===== src/lcg_password_generator_defines.svh =====
// assertion macros shared by the password generator modules
// expects clk and arst_n in the scope where a macro is used
`ifndef LCG_PASSWORD_GENERATOR_DEFINES_SVH
`define LCG_PASSWORD_GENERATOR_DEFINES_SVH

// consequent must hold in the same cycle as the antecedent
`define LCGPW_ASSERT_NOW(lbl, ante, cons) \
	lbl: assert property (@(posedge clk) disable iff (!arst_n) (ante) |-> (cons)) \
		else $error("lcgpw: same-cycle check failed");

// consequent must hold in the cycle after the antecedent
`define LCGPW_ASSERT_NEXT(lbl, ante, cons) \
	lbl: assert property (@(posedge clk) disable iff (!arst_n) (ante) |=> (cons)) \
		else $error("lcgpw: next-cycle check failed");

`endif


===== src/lcgpw_pkg.sv =====
// shared constants, controller/datapath command and status structs,
// and the symbol reduction and alphabet lookup functions; no dependencies
package lcgpw_pkg;

	localparam int          LenWidth  = 7;
	localparam logic [6:0]  LenRstVal = 7'd8;
	localparam logic [31:0] LcgMul    = 32'd22695477;
	localparam logic [31:0] LcgInc    = 32'd1;

	typedef struct packed {
		logic load;     // take seed into generator state
		logic step;     // advance the generator
		logic clr_idx;  // restart the character index
		logic emit;     // load the output register with a character
	} ctrl_cmd_t;

	typedef struct packed {
		logic len_zero;
		logic is_last;
		logic out_free;
	} ctrl_sts_t;

	// r mod 61 by folding, since 64 = 3 (mod 61)
	function automatic logic [5:0] mod61(input logic [14:0] r);
		logic [10:0] f1;
		logic [7:0]  f2;
		logic [7:0]  res;
		f1 = 11'(({2'b00, r[14:6]} * 11'd3)) + {5'b0, r[5:0]};
		f2 = 8'(({3'b000, f1[10:6]} * 8'd3)) + {2'b00, f1[5:0]};
		if (f2 >= 8'd122) begin
			res = f2 - 8'd122;
		end else if (f2 >= 8'd61) begin
			res = f2 - 8'd61;
		end else begin
			res = f2;
		end
		return res[5:0];
	endfunction

	// digits, lower case without g, then upper case
	function automatic logic [7:0] symbol_ascii(input logic [5:0] sel);
		logic [7:0] k;
		logic [7:0] res;
		k = {2'b00, sel};
		if (k < 8'd10) begin
			res = 8'h30 + k;
		end else if (k < 8'd16) begin
			res = 8'h61 + (k - 8'd10);
		end else if (k < 8'd35) begin
			res = 8'h62 + (k - 8'd10);
		end else begin
			res = 8'h41 + (k - 8'd35);
		end
		return res;
	endfunction

endpackage


===== src/lcgpw_if.sv =====
// valid/ready channel interfaces for seeds and password characters
// no dependencies
interface lcgpw_seed_if;
	logic        valid;
	logic        ready;
	logic [31:0] seed;
	modport source (output valid, output seed, input ready);
	modport sink (input valid, input seed, output ready);
endinterface

interface lcgpw_char_if;
	logic       valid;
	logic       ready;
	logic [7:0] character;
	logic [5:0] position;
	logic       last;
	modport source (output valid, output character, output position, output last,
		input ready);
	modport sink (input valid, input character, input position, input last,
		output ready);
endinterface


===== src/lcgpw_ctrl.sv =====
// sequencing state machine for the password generator
// depends on lcgpw_pkg and lcg_password_generator_defines.svh
`include "lcg_password_generator_defines.svh"

module lcgpw_ctrl (
	input  logic                 clk,
	input  logic                 arst_n,
	input  logic                 seed_valid,
	output logic                 seed_ready,
	input  lcgpw_pkg::ctrl_sts_t sts,
	output lcgpw_pkg::ctrl_cmd_t cmd
);
	import lcgpw_pkg::*;

	typedef enum logic [3:0] {
		ST_IDLE    = 4'b0001,
		ST_DISCARD = 4'b0010,
		ST_STEP    = 4'b0100,
		ST_EMIT    = 4'b1000
	} state_t;

	state_t state_q;
	state_t state_nxt;

	always_comb begin
		cmd       = '0;
		state_nxt = state_q;
		unique case (state_q)
			ST_IDLE: begin
				if (seed_valid) begin
					cmd.load  = 1'b1;
					state_nxt = ST_DISCARD;
				end
			end
			ST_DISCARD: begin
				cmd.step    = 1'b1;
				cmd.clr_idx = 1'b1;
				state_nxt   = sts.len_zero ? ST_IDLE : ST_STEP;
			end
			ST_STEP: begin
				cmd.step  = 1'b1;
				state_nxt = ST_EMIT;
			end
			ST_EMIT: begin
				if (sts.out_free) begin
					cmd.emit = 1'b1;
					// the last character needs no further generator step
					if (sts.is_last) begin
						state_nxt = ST_IDLE;
					end else begin
						cmd.step = 1'b1;
					end
				end
			end
			default: state_nxt = ST_IDLE;
		endcase
	end

	always_ff @(posedge clk or negedge arst_n) begin
		if (!arst_n) begin
			state_q <= ST_IDLE;
		end else begin
			state_q <= state_nxt;
		end
	end

	assign seed_ready = (state_q == ST_IDLE);

	`LCGPW_ASSERT_NOW(a_emit_needs_room, cmd.emit, sts.out_free)
	`LCGPW_ASSERT_NEXT(a_accept_to_discard, seed_valid && seed_ready, state_q == ST_DISCARD)
	`LCGPW_ASSERT_NEXT(a_last_to_idle, cmd.emit && sts.is_last, state_q == ST_IDLE)

endmodule


===== src/lcgpw_dp.sv =====
// generator state, character index, length register and output register
// depends on lcgpw_pkg and lcg_password_generator_defines.svh
`include "lcg_password_generator_defines.svh"

module lcgpw_dp #(
	parameter int MAX_LENGTH = 64
) (
	input  logic                 clk,
	input  logic                 arst_n,
	input  lcgpw_pkg::ctrl_cmd_t cmd,
	output lcgpw_pkg::ctrl_sts_t sts,
	input  logic [31:0]          seed,
	input  logic                 cfg_we,
	input  logic [6:0]           cfg_data,
	output logic                 out_valid,
	input  logic                 out_ready,
	output logic [7:0]           character,
	output logic [5:0]           position,
	output logic                 last
);
	import lcgpw_pkg::*;

	localparam int CW = $clog2(MAX_LENGTH + 1);
	localparam int LW = (CW > LenWidth) ? CW : LenWidth;
	localparam int IW = (CW > 6) ? CW : 6;

	logic [6:0]    len_q;
	logic [LW-1:0] len_ext;
	logic [LW-1:0] max_ext;
	logic [CW-1:0] eff_len;
	logic [CW-1:0] idx_q;
	logic [CW:0]   idx_inc;
	logic [IW-1:0] idx_w;
	logic [31:0]   state_q;
	logic [31:0]   state_nxt;
	logic          valid_q;
	logic [7:0]    char_q;
	logic [5:0]    pos_q;
	logic          last_q;

	always_ff @(posedge clk or negedge arst_n) begin
		if (!arst_n) begin
			len_q <= LenRstVal;
		end else if (cfg_we) begin
			len_q <= cfg_data;
		end
	end

	// lengths above the limit saturate
	assign len_ext = LW'(len_q);
	assign max_ext = LW'(MAX_LENGTH);
	assign eff_len = CW'((len_ext > max_ext) ? max_ext : len_ext);

	assign idx_inc = {1'b0, idx_q} + {{CW{1'b0}}, 1'b1};
	assign idx_w   = IW'(idx_q);

	always_ff @(posedge clk or negedge arst_n) begin
		if (!arst_n) begin
			idx_q <= '0;
		end else if (cmd.clr_idx) begin
			idx_q <= '0;
		end else if (cmd.emit) begin
			idx_q <= idx_inc[CW-1:0];
		end
	end

	assign state_nxt = state_q * LcgMul + LcgInc;

	always_ff @(posedge clk or negedge arst_n) begin
		if (!arst_n) begin
			state_q <= '0;
		end else if (cmd.load) begin
			// zero seed keeps the running state
			if (seed != 32'd0) begin
				state_q <= seed;
			end
		end else if (cmd.step) begin
			state_q <= state_nxt;
		end
	end

	always_ff @(posedge clk or negedge arst_n) begin
		if (!arst_n) begin
			valid_q <= 1'b0;
		end else if (cmd.emit) begin
			valid_q <= 1'b1;
		end else if (out_ready) begin
			valid_q <= 1'b0;
		end
	end

	always_ff @(posedge clk) begin
		if (cmd.emit) begin
			char_q <= symbol_ascii(mod61(state_q[30:16]));
			pos_q  <= idx_w[5:0];
			last_q <= (idx_inc == {1'b0, eff_len});
		end
	end

	assign sts.len_zero = (eff_len == '0);
	assign sts.is_last  = (idx_inc == {1'b0, eff_len});
	assign sts.out_free = !valid_q || out_ready;

	assign out_valid = valid_q;
	assign character = char_q;
	assign position  = pos_q;
	assign last      = last_q;

	`LCGPW_ASSERT_NOW(a_idx_in_range, cmd.emit, idx_q < eff_len)
	`LCGPW_ASSERT_NEXT(a_state_holds, !(cmd.load || cmd.step), $stable(state_q))
	`LCGPW_ASSERT_NEXT(a_out_holds, valid_q && !out_ready, valid_q && $stable(char_q))

endmodule


===== src/lcg_password_generator.sv =====
// Password generator: each accepted seed yields password_length characters
// (saturated at MAX_LENGTH), one item per character, the final one flagged by
// last. A nonzero seed reloads the 32-bit generator, a zero seed continues from
// the current state. From accept to being ready for the next seed, a password
// passes through the seed accept, one discarded generator step, one step for the
// first character, then one character per cycle while the output is not
// stalled, paced by the generator recurrence, a single 32x32 multiply-add per
// cycle. A length of zero takes the seed and the discarded step and emits
// nothing. The output register holds a character until taken; the generator
// stalls while it is full.
// depends on lcgpw_pkg, lcgpw_if, lcgpw_ctrl and lcgpw_dp

module lcg_password_generator #(
	parameter int MAX_LENGTH = 64
) (
	input  logic        clk,
	input  logic        arst_n,
	lcgpw_seed_if.sink  seeds,
	lcgpw_char_if.source chars,
	input  logic        cfg_we,
	input  logic [6:0]  cfg_data
);
	import lcgpw_pkg::*;

	ctrl_cmd_t cmd;
	ctrl_sts_t sts;

	lcgpw_ctrl u_ctrl (
		.clk        (clk),
		.arst_n     (arst_n),
		.seed_valid (seeds.valid),
		.seed_ready (seeds.ready),
		.sts        (sts),
		.cmd        (cmd)
	);

	lcgpw_dp #(
		.MAX_LENGTH (MAX_LENGTH)
	) u_dp (
		.clk       (clk),
		.arst_n    (arst_n),
		.cmd       (cmd),
		.sts       (sts),
		.seed      (seeds.seed),
		.cfg_we    (cfg_we),
		.cfg_data  (cfg_data),
		.out_valid (chars.valid),
		.out_ready (chars.ready),
		.character (chars.character),
		.position  (chars.position),
		.last      (chars.last)
	);

endmodule


===== src/flat_wrapper.sv =====
// flat-port wrapper written by rule: the top's interface ports become plain ports
module lcg_password_generator_flat import lcgpw_pkg::*;
#(
	parameter int MAX_LENGTH = 64
)
  (clk, arst_n, cfg_we, cfg_data, seeds_valid, seeds_seed, seeds_ready, chars_valid, chars_character, chars_position, chars_last, chars_ready);
  lcgpw_seed_if seeds_i ();
  lcgpw_char_if chars_i ();
  input  logic clk;
  input  logic arst_n;
  input  logic cfg_we;
  input  logic [6:0] cfg_data;
  input wire logic [$bits(seeds_i.valid)-1:0] seeds_valid;
  input wire logic [$bits(seeds_i.seed)-1:0] seeds_seed;
  output wire logic [$bits(seeds_i.ready)-1:0] seeds_ready;
  output wire logic [$bits(chars_i.valid)-1:0] chars_valid;
  output wire logic [$bits(chars_i.character)-1:0] chars_character;
  output wire logic [$bits(chars_i.position)-1:0] chars_position;
  output wire logic [$bits(chars_i.last)-1:0] chars_last;
  input wire logic [$bits(chars_i.ready)-1:0] chars_ready;
  assign seeds_i.valid = seeds_valid;
  assign seeds_i.seed = seeds_seed;
  assign seeds_ready = seeds_i.ready;
  assign chars_valid = chars_i.valid;
  assign chars_character = chars_i.character;
  assign chars_position = chars_i.position;
  assign chars_last = chars_i.last;
  assign chars_i.ready = chars_ready;
  lcg_password_generator #(.MAX_LENGTH(MAX_LENGTH)) u_core (.clk(clk), .arst_n(arst_n), .seeds(seeds_i), .chars(chars_i), .cfg_we(cfg_we), .cfg_data(cfg_data));
endmodule

===== config.mk =====
export PLATFORM = sky130hd
export DESIGN_NAME = lcg_password_generator_flat
export DESIGN_NICKNAME = d
export VERILOG_FILES = /design/src/lcgpw_pkg.sv /design/src/lcgpw_if.sv /design/src/lcgpw_ctrl.sv /design/src/lcgpw_dp.sv /design/src/lcg_password_generator.sv /design/src/flat_wrapper.sv
export VERILOG_INCLUDE_DIRS = /design/src /design/src/src
export SDC_FILE = /design/constraint.sdc
export NUM_CORES = 1
export LEC_CHECK = 0
export BUFFER_PORTS_ARGS = -buffer_cell sky130_fd_sc_hd__buf_2
export CAP_MARGIN = 10
export CORE_AREA = 2 2 166 168
export CTS_BUF_LIST = sky130_fd_sc_hd__clkbuf_8
export CTS_CLUSTER_SIZE = 30
export DETAILED_ROUTE_END_ITERATION = 8
export DIE_AREA = 0 0 168 170
export HOLD_SLACK_MARGIN = 0.15
export SLEW_MARGIN = 20
export SYNTH_ARGS = -nofsm -noshare
export SYNTH_HDL_FRONTEND = slang
export SYNTH_HIERARCHICAL = 1
export SYNTH_SLANG_ARGS = --single-unit

===== constraint.sdc =====
create_clock -name clk -period 8.9 [get_ports clk]
set_input_delay 1.78 -clock clk [delete_from_list [all_inputs] [get_ports clk]]
set_output_delay 1.78 -clock clk [all_outputs]
set_load 0.005 [all_outputs]

==> flow_summary.toml, run 1 <==
[cells_and_area]
layout_common_cells = "inv_1 (324), ha_1 (214), fa_1 (166), buf_2 (60), a21oi_1 (56)"
fillers = 2482
area_growth_pct = 7.29
fin_nets = 1785
antenna_cells = 0
layout_commonest_cell = "inv_1"
drive_above_1_share = 0.0886

[clocking]
cts_tree = "built"
ctsHoldBuffers = 0
post-cts-setup-buffer-count = 0
cts_root_buf = "clkbuf_8"
clkLatencyLatePin_ns = 0.39
clockBufferDepth = 2
htreeDepth = 3
cts_sinks = 65
cts_resized = 0
cts_buffers = 9
clkSlewWorstSetupHoldPaths_ns = 0.09

[critical_path]
crit_path_max_fanout = 10
cp_slowest_stage_delay_ns = 0.59
reg2reg_from = "u_core/u_dp/state_q[17]$_DFFE_PN0P_"
cp.required_ns = 9.03
cp-endpoint = "u_core/u_dp/character[3]$_DFFE_PP_"
path_delay_family = "adder cells"
arrival_ns = 7.72
crit_path_frequent_cell = "fa_1"
ff2ff_path_depth = 25
cp.buffers_inverters = 2
crit_path_end_kind = "flop"
slowest_stage = "fa_1"
cp-startpoint = "u_core/u_dp/state_q[17]$_DFFE_PN0P_"
timing.rr.end = "u_core/u_dp/character[3]$_DFFE_PP_"
start_kind = "flop"
path_class = "flop to flop"
r2r_slack_ns = 1.31
cp.depth = 25

[sta]
fmax_mhz = 132
worst_pin_slew_ns = 0.848
rsz0062_at_grt = "no"
hold_viol_final = 0
setup_viol = 0
skew_ns = 0.0175
maxSlewViolCount = 0
tns_ns = 0
period_needed_ns = 7.59
slew_headroom = 0.420
period_share = 0.853

[drt]
vias = 8985
wl_per_cell_um = 18.1
wl_met3_um = 1640
route.detailed.drc = 0
route.final.wire_length_um = 30800
antenna_left = 0
firstDrtPassIters = 5
via_per_inst = 5.26
wl_met2_um = 13400
wl_met1_um = 15300
first_iter_violations = 423
highest_layer = "met5"

[run_status]
status = "finished clean"

[yosys]
synth-edff-count = 15
ys_seq_area_frac = 0.137
yosysWarnings = 6
synthFlopType = "dfrtp_1"
netlist_instances = 1303
avgSynthCellArea_sq_um = 9.54
ys_ff_latch = 65
syn-num-nets = 1727
ys_types = 82
async_flop_share = 0.769
netlist_area_sq_um = 12400

[flow_run]
cap_violations = 0

[placed_design]
dp_hpwl_um = 26100
portBuffers = 60
gp_congestion = 0.896

[grt]
grtUsageTotal = 0.235
grt_pass1_vias = 9534
grt_pass1_wl_um = 51600
overflow = 0
grt_start_max_net_pins = 59
antenna_found_initial = 1

[floorplanning]
initial_utilization = 0.466
die-area_sq_um = 28600
ios = 61
num_rows = 60
chipWidth_um = 168
core-area_sq_um = 26700
die_y_um = 170

[min_path]
worstHoldPathType = "flop to flop"
hold_depth = 0
cells in the mapped netlist (all sizes together), types with 4 or more instances:
| cell type | instances | share of area |
|---|---|---|
| a211o | 4 | 0.0028 |
| a211oi | 16 | 0.010 |
| a21boi | 4 | 0.0024 |
| a21o | 23 | 0.014 |
| a21oi | 58 | 0.024 |
| a22oi | 5 | 0.0030 |
| a31oi | 7 | 0.0035 |
| and2 | 6 | 0.0031 |
| and3 | 8 | 0.0044 |
| buf | 6 | 0.0022 |
| clkbuf | 11 | 0.0033 |
| dfrtp | 48 | 0.097 |
| edfxtp | 15 | 0.036 |
| fa | 166 | 0.27 |
| ha | 214 | 0.22 |
| inv | 328 | 0.099 |
| mux2 | 9 | 0.0088 |
| mux2i | 12 | 0.0097 |
| nand2 | 47 | 0.014 |
| nand2b | 10 | 0.0050 |
| nand3 | 10 | 0.0040 |
| nand4 | 11 | 0.0055 |
| nor2 | 49 | 0.015 |
| nor2b | 12 | 0.0060 |
| nor3 | 12 | 0.0061 |
| nor4 | 10 | 0.0050 |
| nor4b | 4 | 0.0038 |
| o21a | 4 | 0.0024 |
| o21ai | 53 | 0.022 |
| o21bai | 7 | 0.0042 |
| xnor2 | 55 | 0.039 |
| xor2 | 26 | 0.020 |
worst reg2reg max path: stages (launching register included):
cell,delay (ns)
dfrtp_1,0.51
fa_1,0.59
ha_1,0.20
inv_1,0.07
fa_1,0.39
nand2b_1,0.17
a21oi_2,0.15
a21oi_1,0.08
o21bai_1,0.20
xor2_1,0.34
fa_1,0.47
ha_1,0.26
fa_1,0.59
or3_1,0.43
o211ai_2,0.11
o21ai_0,0.11
a21oi_1,0.28
a21o_1,0.22
mux2_4,0.34
nor3_4,0.36
inv_2,0.15
ha_1,0.27
a21oi_1,0.26
nand2_1,0.09
mux2_4,0.28
mux4_2,0.43
area by class of cell:
cell class	count	area, sq um	share of cell area
clock buffers	9	124	0.00929
clock inverters	7	77.6	0.00582
inverters	328	1230	0.0923
multi-input cells	893	9440	0.708
flip-flops and latches	65	1700	0.128
well taps	341	427	0.0320
repair buffers	64	330	0.0248
metrics by stage:
stage | area (sq um) | cells | hold slack [ns] | setup WS [ns] | utilization
after floorplan | 12400 | 1303 | 0.464 | 1.98 | -
after global placement | 13100 | 1691 | 0.516 | 1.49 | 0.493
after detailed placement | 13100 | 1691 | 0.528 | 1.39 | 0.493
after CTS | 13300 | 1707 | 0.550 | 1.35 | 0.500
after global routing | 13300 | 1707 | 0.552 | 0.822 | 0.500
final | 13300 | 1707 | 0.539 | 1.31 | 0.500
state kept, by name, indices dropped and copies added (netlist names):
name / cells
u_core/u_dp/position: 6
u_core/u_dp/character: 8
u_core/u_dp/last: 1
u_core/u_dp/state_q: 31
u_core/u_dp/len_ext: 7
u_core/u_ctrl/state_q: 4
u_core/u_dp/out_valid: 1
u_core/u_dp/idx_q: 7
per-layer routing:
layer,track usage,up-vias
met4,0.0465,2
met1,0.342,4443
li1,-,4372
met2,0.362,145
met3,0.0493,23
met5,0,-
cell families (layout without fill, tap and decap cells):
logic type | count (synthesis) | count (layout) | synth area share
AOI/OAI and AO/OA | 217 | 217 | 0.116
buffers and inverters | 345 | 408 | 0.105
muxes | 22 | 22 | 0.0202
and+or+nand+nor | 193 | 193 | 0.0809
xor gates and xnor gates | 81 | 81 | 0.0589
adders and majority gates | 380 | 380 | 0.483
DFF | 65 | 65 | 0.137
worst min-delay path by stage:
| stage | from | endpoint |
|---|---|---|
| 3_5_place_dp | u_core/u_dp/idx_q[1]$_DFFE_PN0P_ | u_core/u_dp/position[1]$_DFFE_PP_ |
| 2_1_floorplan | u_core/u_dp/idx_q[1]$_DFFE_PN0P_ | u_core/u_dp/position[1]$_DFFE_PP_ |
| 5_1_grt | u_core/u_dp/idx_q[1]$_DFFE_PN0P_ | u_core/u_dp/position[1]$_DFFE_PP_ |
| 3_3_place_gp | u_core/u_dp/idx_q[1]$_DFFE_PN0P_ | u_core/u_dp/position[1]$_DFFE_PP_ |
| 6_report | u_core/u_dp/idx_q[1]$_DFFE_PN0P_ | u_core/u_dp/position[1]$_DFFE_PP_ |
| 4_1_cts | u_core/u_dp/idx_q[1]$_DFFE_PN0P_ | u_core/u_dp/position[1]$_DFFE_PP_ |
Power of run 1 is left out: the tool's default activity adds up to more than one toggle a clock period on the data nets, which glitch-free logic cannot reach.
==> run 2: changes to the inputs <==
- ABC_AREA: unset -> 1
- CORE_AREA: 2 2 166 168 -> 2 2 169 171
- DIE_AREA: 0 0 168 170 -> 0 0 171 173
- MAX_ROUTING_LAYER: unset -> met4
==> flow_summary.toml, run 2 <==
[clocking]
cts_resized = 0
cts_buffers = 9
clkLatencyLatePin_ns = 0.38
clkSlewWorstSetupHoldPaths_ns = 0.09
post-cts-setup-buffer-count = 0
cts_sinks = 65
cts_root_buf = "clkbuf_8"
cts_tree = "built"
ctsHoldBuffers = 0
htreeDepth = 3
clockBufferDepth = 2

[drt]
firstDrtPassIters = 7
first_iter_violations = 614
wl_per_cell_um = 17.0
via_per_inst = 5.02
antenna_left = 0
route.final.wire_length_um = 33900
vias = 10000
route.detailed.drc = 0

[cells_and_area]
fin_nets = 2030
fillers = 2760
drive_above_1_share = 0.0888
multi_input_area_sq_um = 9560
layout.area.seq_sq_um = 1700
layout_commonest_cell = "inv_1"
area_growth_pct = 7.57
layout_common_cells = "inv_1 (409), nand2_1 (230), ha_1 (214), fa_1 (166), nor2_1 (71)"
largest_reg_flops = 31
regMostFlops = "u_core/u_dp/state_q"

[critical_path]
slowest_stage = "fa_1"
arrival_ns = 6.59
crit_path_end_kind = "flop"
cp.buffers_inverters = 6
cp-startpoint = "u_core/u_dp/state_q[17]$_DFFE_PN0P_"
start_kind = "flop"
path_delay_family = "adder cells"
crit_path_max_fanout = 12
path_class = "flop to flop"
reg2reg_from = "u_core/u_dp/state_q[17]$_DFFE_PN0P_"
cp.required_ns = 9.02
cp_slowest_stage_delay_ns = 0.65

[floorplanning]
initial_utilization = 0.468
die_y_um = 173
die-area_sq_um = 29600
ios = 61
num_rows = 61
core-area_sq_um = 27600
chipWidth_um = 171

[sta]
rsz0062_at_grt = "no"
tns_ns = 0
maxSlewViolCount = 0
slew_headroom = 0.319
setup_viol = 0
period_share = 0.728
skew_ns = 0.0233
period_needed_ns = 6.48
hold_viol_final = 0
worst_pin_slew_ns = 1.02
fmax_mhz = 154

[yosys]
ys_ff_latch = 65
ys_seq_area_frac = 0.132
async_flop_share = 0.769
netlist_instances = 1544
synthTopCellsByCount = "inv_1 (409), nand2_1 (230), ha_1 (214), fa_1 (166), nor2_1 (71)"
ys_types = 48
ys_top_cells_by_area = "fa_1 (26%), ha_1 (21%), inv_1 (12%)"
synth_top_area_share = 0.257
netlist_area_sq_um = 12900
yosysWarnings = 6
yosysMostFrequentCell = "inv_1"
syn-num-nets = 1968
yosysTopAreaCell = "fa_1"
avgSynthCellArea_sq_um = 8.37
synth-edff-count = 15
synthFlopType = "dfrtp_1"

[grt]
grt_start_max_net_pins = 51
grt_pass1_vias = 10500
grt_pass1_wl_um = 55900
antenna_found_initial = 7
overflow = 0
grtUsageTotal = 0.252

[min_path]
worstHoldPathType = "flop to flop"
holdCritStartpoint = "u_core/u_dp/idx_q[5]$_DFFE_PN0P_"

[placed_design]
dp_hpwl_um = 29400
portBuffers = 60
gp_congestion = 0.943

[flow_run]
cap_violations = 0

[run_status]
status = "finished clean"
run 2: cell types whose count changed after synthesis, moves of 14 or more:
| cell | before | now |
|---|---|---|
| nand3_1 | 10 | 61 |
| nor2_1 | 49 | 71 |
| o211ai_1 | 0 | 14 |
| a21o_1 | 22 | 6 |
| nand2_1 | 47 | 230 |
| a211oi_1 | 15 | 0 |
| xnor2_1 | 54 | 29 |
| inv_1 | 324 | 409 |
run 2: cells by family after synthesis:
family / count (synthesis) / share of synthesized area
AOI/OAI and AO/OA: 163 / 0.0739
xor gates and xnor gates: 65 / 0.0447
adders and majority gates: 380 / 0.465
buffers and inverters: 435 / 0.128
DFF: 65 / 0.132
muxes: 3 / 0.00262
and+or+nand+nor: 433 / 0.154
run 2: final cells by class:
type,instances,share of cell area
tap,378,0.0340
sequential,65,0.123
timing repair buffer,66,0.0249
clock inverter,7,0.00603
clock buffer,9,0.00891
inverter,420,0.114
antenna,7,0.00126
multi-input combinational,1044,0.688
run 2: worst paths after layout:
path	to	slack (ns)	cells after the start
max	u_core/u_dp/character[2]$_DFFE_PP_	2.42	31
min	u_core/u_dp/position[5]$_DFFE_PP_	0.50	0
max reg2reg	u_core/u_dp/character[2]$_DFFE_PP_	2.42	31
min reg2reg	u_core/u_dp/position[5]$_DFFE_PP_	0.50	0
max in group asynchronous	u_core/u_dp/state_q[20]$_DFFE_PN0P_	6.88	2
min in group asynchronous	u_core/u_dp/state_q[6]$_DFFE_PN0P_	1.51	2
run 2: stage by stage:
step / worst slack, ns / cells / hold slack [ns] / util / instance area [sq um]
finish: 2.42 / 1996 / 0.501 / 0.503 / 13900
global route: 1.87 / 1996 / 0.521 / 0.503 / 13900
CTS: 2.42 / 1989 / 0.496 / 0.502 / 13900
detailed placement: 2.44 / 1973 / 0.483 / 0.495 / 13700
global placement: 2.60 / 1973 / 0.473 / 0.495 / 13700
floorplan: 3.08 / 1544 / 0.447 / - / 12900
run 2: layer usage:
metal,track usage,vias up,share of wire
met5,-,-,0
met4,0.0586,0,0.023
met3,0.0465,47,0.060
met2,0.393,230,0.46
met1,0.341,4818,0.45
li1,-,4932,-
Power of run 2 is left out for the same reason.
